File: config.mk
export PLATFORM = sky130hd
export DESIGN_NAME = imm_front
export DESIGN_NICKNAME = d
export VERILOG_FILES = /design/src/rtl/imm_pkg.sv /design/src/rtl/imm_front.sv
export SDC_FILE = /design/constraint.sdc
export NUM_CORES = 1
export LEC_CHECK = 0
export BUFFER_PORTS_ARGS = -buffer_cell sky130_fd_sc_hd__buf_4
export CAP_MARGIN = 0
export CORE_ASPECT_RATIO = 1.75
export CORE_UTILIZATION = 45
export CTS_CLUSTER_DIAMETER = 60
export DETAILED_ROUTE_END_ITERATION = 10
export MAX_ROUTING_LAYER = met4
export PLACE_DENSITY = 0.7
export RECOVER_POWER = 25
export SYNTH_ARGS = -nofsm -noshare
export SYNTH_HDL_FRONTEND = slang
export SYNTH_SLANG_ARGS = --single-unit
File: constraint.sdc
create_clock -name clk -period 3.27 [get_ports clk]
set_input_delay 0.327 -clock clk [delete_from_list [all_inputs] [get_ports clk]]
set_output_delay 0.327 -clock clk [all_outputs]
set_load 0.01 [all_outputs]
File: src/rtl/imm_pkg.sv
// ----------------------------------------------------------------------------
// imm_pkg
// Types, constants and helpers shared by the integer matrix multiply core.
// ----------------------------------------------------------------------------
`default_nettype none

package imm_pkg;

  localparam int MAX_DIM    = 8;
  localparam int ELEM_WIDTH = 32;
  localparam int DIM_W      = $clog2(MAX_DIM);
  localparam int ADDR_W     = 2 * DIM_W;
  localparam int DEPTH      = MAX_DIM * MAX_DIM;
  localparam int ACC_W      = 64;
  localparam int CFG_W      = 4;
  localparam int QDEPTH     = 2;
  localparam int QPTR_W     = 1;
  localparam int QCNT_W     = 2;

  localparam logic [CFG_W-1:0] DIM_RESET = 4'd8;

  // input action codes
  localparam logic [1:0] ACT_LOAD_FIRST  = 2'd0;
  localparam logic [1:0] ACT_LOAD_SECOND = 2'd1;
  localparam logic [1:0] ACT_RUN         = 2'd2;

  // register indexes
  localparam logic [1:0] REG_ROWS  = 2'd0;
  localparam logic [1:0] REG_INNER = 2'd1;
  localparam logic [1:0] REG_COLS  = 2'd2;

  typedef enum logic [1:0] {
    OP_LOAD_FIRST,
    OP_LOAD_SECOND,
    OP_RUN
  } op_t;

  typedef struct packed {
    op_t                    op;
    logic [DIM_W-1:0]       row;
    logic [DIM_W-1:0]       col;
    logic [ELEM_WIDTH-1:0]  value;
  } item_t;

  typedef struct packed {
    logic [DIM_W-1:0] rows_last;
    logic [DIM_W-1:0] inner_last;
    logic [DIM_W-1:0] cols_last;
  } dims_t;

  typedef struct packed {
    logic             first_k;
    logic             last_k;
    logic             last;
    logic [DIM_W-1:0] row;
    logic [DIM_W-1:0] col;
  } tag_t;

  // Last index of a dimension register: zero acts as one, above MAX_DIM as MAX_DIM.
  function automatic logic [DIM_W-1:0] dim_last(input logic [CFG_W-1:0] dim_val);
    if (dim_val == '0) begin
      dim_last = '0;
    end else if (dim_val > CFG_W'(MAX_DIM)) begin
      dim_last = DIM_W'(MAX_DIM - 1);
    end else begin
      dim_last = DIM_W'(dim_val - 4'd1);
    end
  endfunction

endpackage

`default_nettype wire

File: src/rtl/imm_front.sv
// ----------------------------------------------------------------------------
// imm_front
// Accepts input words, decodes the action and queues them for the back end.
// ----------------------------------------------------------------------------
`default_nettype none

module imm_front import imm_pkg::*; (
  input  wire logic                  clk,
  input  wire logic                  rst_n,
  input  wire logic                  start,
  output logic                       busy,
  input  wire logic [1:0]            in_action,
  input  wire logic [DIM_W-1:0]      in_elem_row,
  input  wire logic [DIM_W-1:0]      in_elem_col,
  input  wire logic [ELEM_WIDTH-1:0] in_elem_value,
  output logic                       q_valid,
  output item_t                      q_head,
  input  wire logic                  q_pop
);

  item_t             slot_r [QDEPTH];
  logic [QPTR_W-1:0] wr_ptr_r, wr_ptr_nxt;
  logic [QPTR_W-1:0] rd_ptr_r, rd_ptr_nxt;
  logic [QCNT_W-1:0] count_r, count_nxt;
  logic              accept;
  logic              known;
  logic              push;
  item_t             item;

  assign busy    = (count_r == QCNT_W'(QDEPTH));
  assign accept  = start && !busy;
  assign q_valid = (count_r != '0);
  assign q_head  = slot_r[rd_ptr_r];

  always_comb begin
    item.row   = in_elem_row;
    item.col   = in_elem_col;
    item.value = in_elem_value;
    item.op    = OP_RUN;
    known      = 1'b1;
    case (in_action)
      ACT_LOAD_FIRST:  item.op = OP_LOAD_FIRST;
      ACT_LOAD_SECOND: item.op = OP_LOAD_SECOND;
      ACT_RUN:         item.op = OP_RUN;
      default:         known = 1'b0;  // drop unknown actions
    endcase
  end

  assign push = accept && known;

  always_comb begin
    wr_ptr_nxt = push  ? wr_ptr_r + 1'b1 : wr_ptr_r;
    rd_ptr_nxt = q_pop ? rd_ptr_r + 1'b1 : rd_ptr_r;
    count_nxt  = count_r + QCNT_W'(push) - QCNT_W'(q_pop);
  end

  always_ff @(posedge clk) begin
    if (!rst_n) begin
      wr_ptr_r <= '0;
      rd_ptr_r <= '0;
      count_r  <= '0;
    end else begin
      wr_ptr_r <= wr_ptr_nxt;
      rd_ptr_r <= rd_ptr_nxt;
      count_r  <= count_nxt;
    end
  end

  always_ff @(posedge clk) begin
    if (push) begin
      slot_r[wr_ptr_r] <= item;
    end
  end

endmodule

`default_nettype wire

======== Word-level counts from Yosys, hierarchy flattened ========
Memory sizes are Yosys's and may differ from the RTL's. A register that Yosys moved wholly into a read port is not among the register bits.
Cells that the tools add are included.
word-level totals
  output and inout port bits .............. 42
  memory bits (writable) .................. 80
  memories ................................ 1
  input port bits ......................... 44
  word-level logic and storage cells ...... 23
  bits in registers ....................... 4
cells by class
  reduce and logical (&&, ||, !) cells .... 6
  add/sub/neg operators ................... 4
  mux-type cells .......................... 6
  eq/ne operators ......................... 3
memories
  name    depth  bits a word  read ports  clocked after Yosys merged registers in  wr ports  RTL line         RTL
  slot_r  2      40           1           1                                        1         imm_front.sv:21  item_t slot_r [QDEPTH];
operators by type and width
  cell                   count
  $mux W1                5
  $eq A2 B2 Y1 const B   2
  $pmux W2 S2            1
  $reduce_or A3 Y1       1
  $add A1 B1 Y1 const B  2
  $add A2 B1 Y2          1
  $eq A2 B1 Y1 const B   1
  $logic_and A1 B1 Y1    2
  $logic_not A2 Y1       1
  $reduce_bool A2 Y1     1
  $sub A2 B1 Y2          1
  $logic_not A1 Y1       1

======== Depth between registers and ports, before layout ========
  depth after elaboration ................. 6
  gate-level depth with buffers ........... 8
  gate-level depth less buffers ........... 8

======== Least setup slack after synthesis ========
OpenSTA, ideal clock, no wires.
  kind .................................... reg-to-reg
  start point ............................. register count_r[1]
  end point ............................... memory slot_r[0][0] (netlist bit) (enable)
  stages on the path, launching flop included .. 4
  data arrival time ....................... 2.309 ns
  path slack .............................. 0.523 ns
  period minus slack after synthesis ...... 2.747 ns
  required time ........................... 2.833 ns
  setup time .............................. 0.437 ns
  buffers on the path ..................... 0
  cells stage by stage .................... dfxtp_1 > nor2b_4 > nand3b_4 > nor2_1
on the way
  word-level cells in the longest chain between the ends .. 6
ends and longest elaborated chain
  what                           RTL line         RTL
  from (decl)                    imm_front.sv:24  logic [QCNT_W-1:0] count_r, count_nxt;
  from (signal assigned)         imm_front.sv:65  count_r <= count_nxt;
  $eq A2 B2 Y1                   imm_front.sv:30  assign busy = (count_r == QCNT_W'(QDEPTH));
  net busy                       imm_front.sv:11  output logic busy,
  $logic_not A1 Y1               imm_front.sv:31  assign accept = start && !busy;
  $logic_and A1 B1 Y1            imm_front.sv:31
  $logic_and A1 B1 Y1            imm_front.sv:49  assign push = accept && known;
  $mux W1                        imm_front.sv:70  if (push) begin
  $mux W1 (implied by the code)  imm_front.sv:71  slot_r[wr_ptr_r] <= item;
  to (decl)                      imm_front.sv:21
The timed path passes the listed nets, and every way through them passes these cells.

==> impl_metrics.py <==
metrics = {
    "critical_path": {
        "critPathLaunchType": "register",
        "max_stage_delay_ns": 0.94,
        "worst_path_max_delay_cell": "dfxtp_2",
        "crit_path_end_kind": "output port",
        "critPathKind": "reg2out",
        "arrival_ns": 1.87,
        "rr_startpoint": "count_r[1]$_SDFF_PN0_",
        "path_cells": "mux2_2 -> buf_4",
        "crit_fanout": 40,
        "crit_required_ns": 2.94,
    },
    "route": {
        "viasPerCell": 4.892,
        "num_vias": 1629,
        "antenna_left": 0,
        "drc": 0,
        "drt_iter0_drc": 48,
        "wl_per_cell_um": 16.69,
        "dr.pass1.iters": 4,
        "wirelength_um": 5559,
    },
    "job": {
        "cap_violations": 0,
    },
    "sta": {
        "worst_slew_pin_slew_ns": 0.9314,
        "post-route-min-period_ns": 2.198,
        "rsz0062_at_grt": "no",
        "fmax_ghz": 0.4549,
        "fin_ws_ns": 1.072,
        "finClkSkew_ns": 0.005972,
        "drv_slew": 0,
        "setup_viol": 0,
        "finalCritPeriodShare": 0.6722,
        "hold_violations": 0,
        "relSlewSlack": 0.3791,
        "tns_ns": 0,
    },
    "yosys": {
        "ys_ff_latch": 85,
        "netlist-cell-type-count": 17,
        "ys_seq_area_frac": 0.7918,
        "ys_warn_count": 0,
        "avgSynthCellArea_um2": 20.93,
        "yosysTopAreaCell": "edfxtp_1",
        "syn-cell-area_um2": 3161,
        "ys_top_cells_by_area": "edfxtp_1, mux2_2, dfxtp_1, buf_6, and2_1",
        "syn-num-nets": 197,
        "synth_top_area_share": 0.7601,
        "synth_cells": 151,
    },
    "place": {
        "place_congestion": 0.7202,
        "hpwlAfterDp_um": 3788,
        "postPlaceCellArea_um2": 3886,
        "io_buffers": 85,
        "pre_cts_ws_ns": 1.258,
    },
    "power": {
        "vdd_ir_drop_max_mv": 0.4805,
        "power.leakage_nw": 1.566,
        "p_per_area_nw_per_um2": 680.9,
        "total_power_mw": 2.843,
    },
    "min_path": {
        "min-delay-path-class": "in2reg",
        "hp-start": "in_elem_value[19]",
    },
    "cts": {
        "ctsResizeCount": 0,
        "cts_root_buffer": "clkbuf_16",
        "clockBufferDepth": 2,
        "clk_pin_slew_ns": 0.06,
        "htreeDepth": 3,
        "ctsHoldBuffers": 0,
        "clkSinkCount": 85,
        "post_cts_buffers": 0,
        "cts_tree": "yes",
        "numCtsBuffers": 9,
        "insertion_delay_ns": 0.33,
    },
    "global_route": {
        "track_usage": 0.1669,
        "grt_pass1_vias": 1717,
        "grt_pass1_wl_um": 8411,
        "grt_max_degree": 41,
        "antenna_found_initial": 0,
        "overflow": 0,
    },
    "final_layout": {
        "nets": 290,
        "seq_area_um2": 2504,
        "stdcell_area_um2": 4175,
        "antenna_cells": 0,
        "final_common_cell": "edfxtp_1",
        "n_fill_cell": 550,
        "syn_to_final_growth_pct": 32.11,
        "final_layout_size_suffix_gt1_frac": 0.5703,
        "multi_input_area_um2": 616.8,
        "final_cell_mix": "edfxtp_1, buf_4, mux2_2",
    },
    "floorplanning": {
        "pin_count": 86,
        "die_h_um": 112.9,
        "die_area_um2": 7376,
        "rows": 40,
        "core_area_um2": 6807,
        "die_x_um": 65.35,
        "start_util": 0.4643,
    },
    "run_status": {
        "outcome": "finished, final reports clean",
    },
}
[state kept, by name, indices dropped and copies added, names as in the netlist, named ones only]
signal    cells
count_r       2
wr_ptr_r      1
slot_r       80
rd_ptr_r      1
[layer usage]
metal  vias up  wire, um  GRT usage
met2        49      3187     0.2797
met5         -         0          -
met3         9       288    0.04940
met1       808      1979     0.1666
met4         0       104    0.09855
li1        763         -          -
[final timing paths]
kind                            slack (ns)  depth (start not counted)                       to
worst max-delay path                  1.07                          2               q_head[26]
worst min-delay path                  0.19                          1  slot_r[0][19]$_DFFE_PP_
worst max register to register        1.32                          4  slot_r[0][13]$_DFFE_PP_
worst min register to register        0.52                          2    wr_ptr_r$_SDFFE_PN0P_
[stage by stage]
stage	util	std cells	hold slack (ns)
detailed placement	0.5710	317	0.5103
global route	0.6134	333	0.1791
floorplan	-	151	0.4259
finish	0.6134	333	0.1900
CTS	0.6162	333	0.1637
global placement	0.5710	317	0.4997
[worst max-delay path, delay by kind of cell (launching register included)]
kind	cells	cell delay, ns
buffers and inverters	1	0.15
muxes	1	0.43
DFF	1	0.94
[cell usage after synthesis]
cell type  instances
edfxtp_1          80
or2_2              1
nand3b_4           1
nor2b_1            1
xor2_1             1
xnor2_1            2
inv_1              2
ha_1               2
clkbuf_1           1
nor2b_4            1
dfxtp_1            5
mux2_2            40
and2_1             4
buf_6              4
nor2_1             2
mux2i_1            1
nand2_1            3
[power breakdown]
group	leakage (nW)	switching, mW	internal, mW
clock	0.153	0.377	0.665
combinational	0.631	0.197	0.235
sequential	0.781	0.0488	1.32
[kinds of logic (layout without fill, tap and decap cells)]
kind of cell | count (synthesis) | in the layout | synth area share
XOR/XNOR | 3 | 3 | 0.008315
adder cells (fa/ha/maj) | 2 | 2 | 0.007916
buffers and inverters | 7 | 105 | 0.01781
flip-flops | 85 | 85 | 0.7918
multiplexers | 41 | 41 | 0.1457
AND/OR/NAND/NOR | 13 | 13 | 0.02850
[area by class of cell]
cell class              count  share of cell area
flip-flops and latches     85              0.5996
repair buffers             87              0.1519
multi-input cells          59              0.1477
clock buffers              11             0.05574
well taps                  84             0.02517
clock inverters             5             0.01798
inverters                   2            0.001798
(Power assumes the default switching activity.)
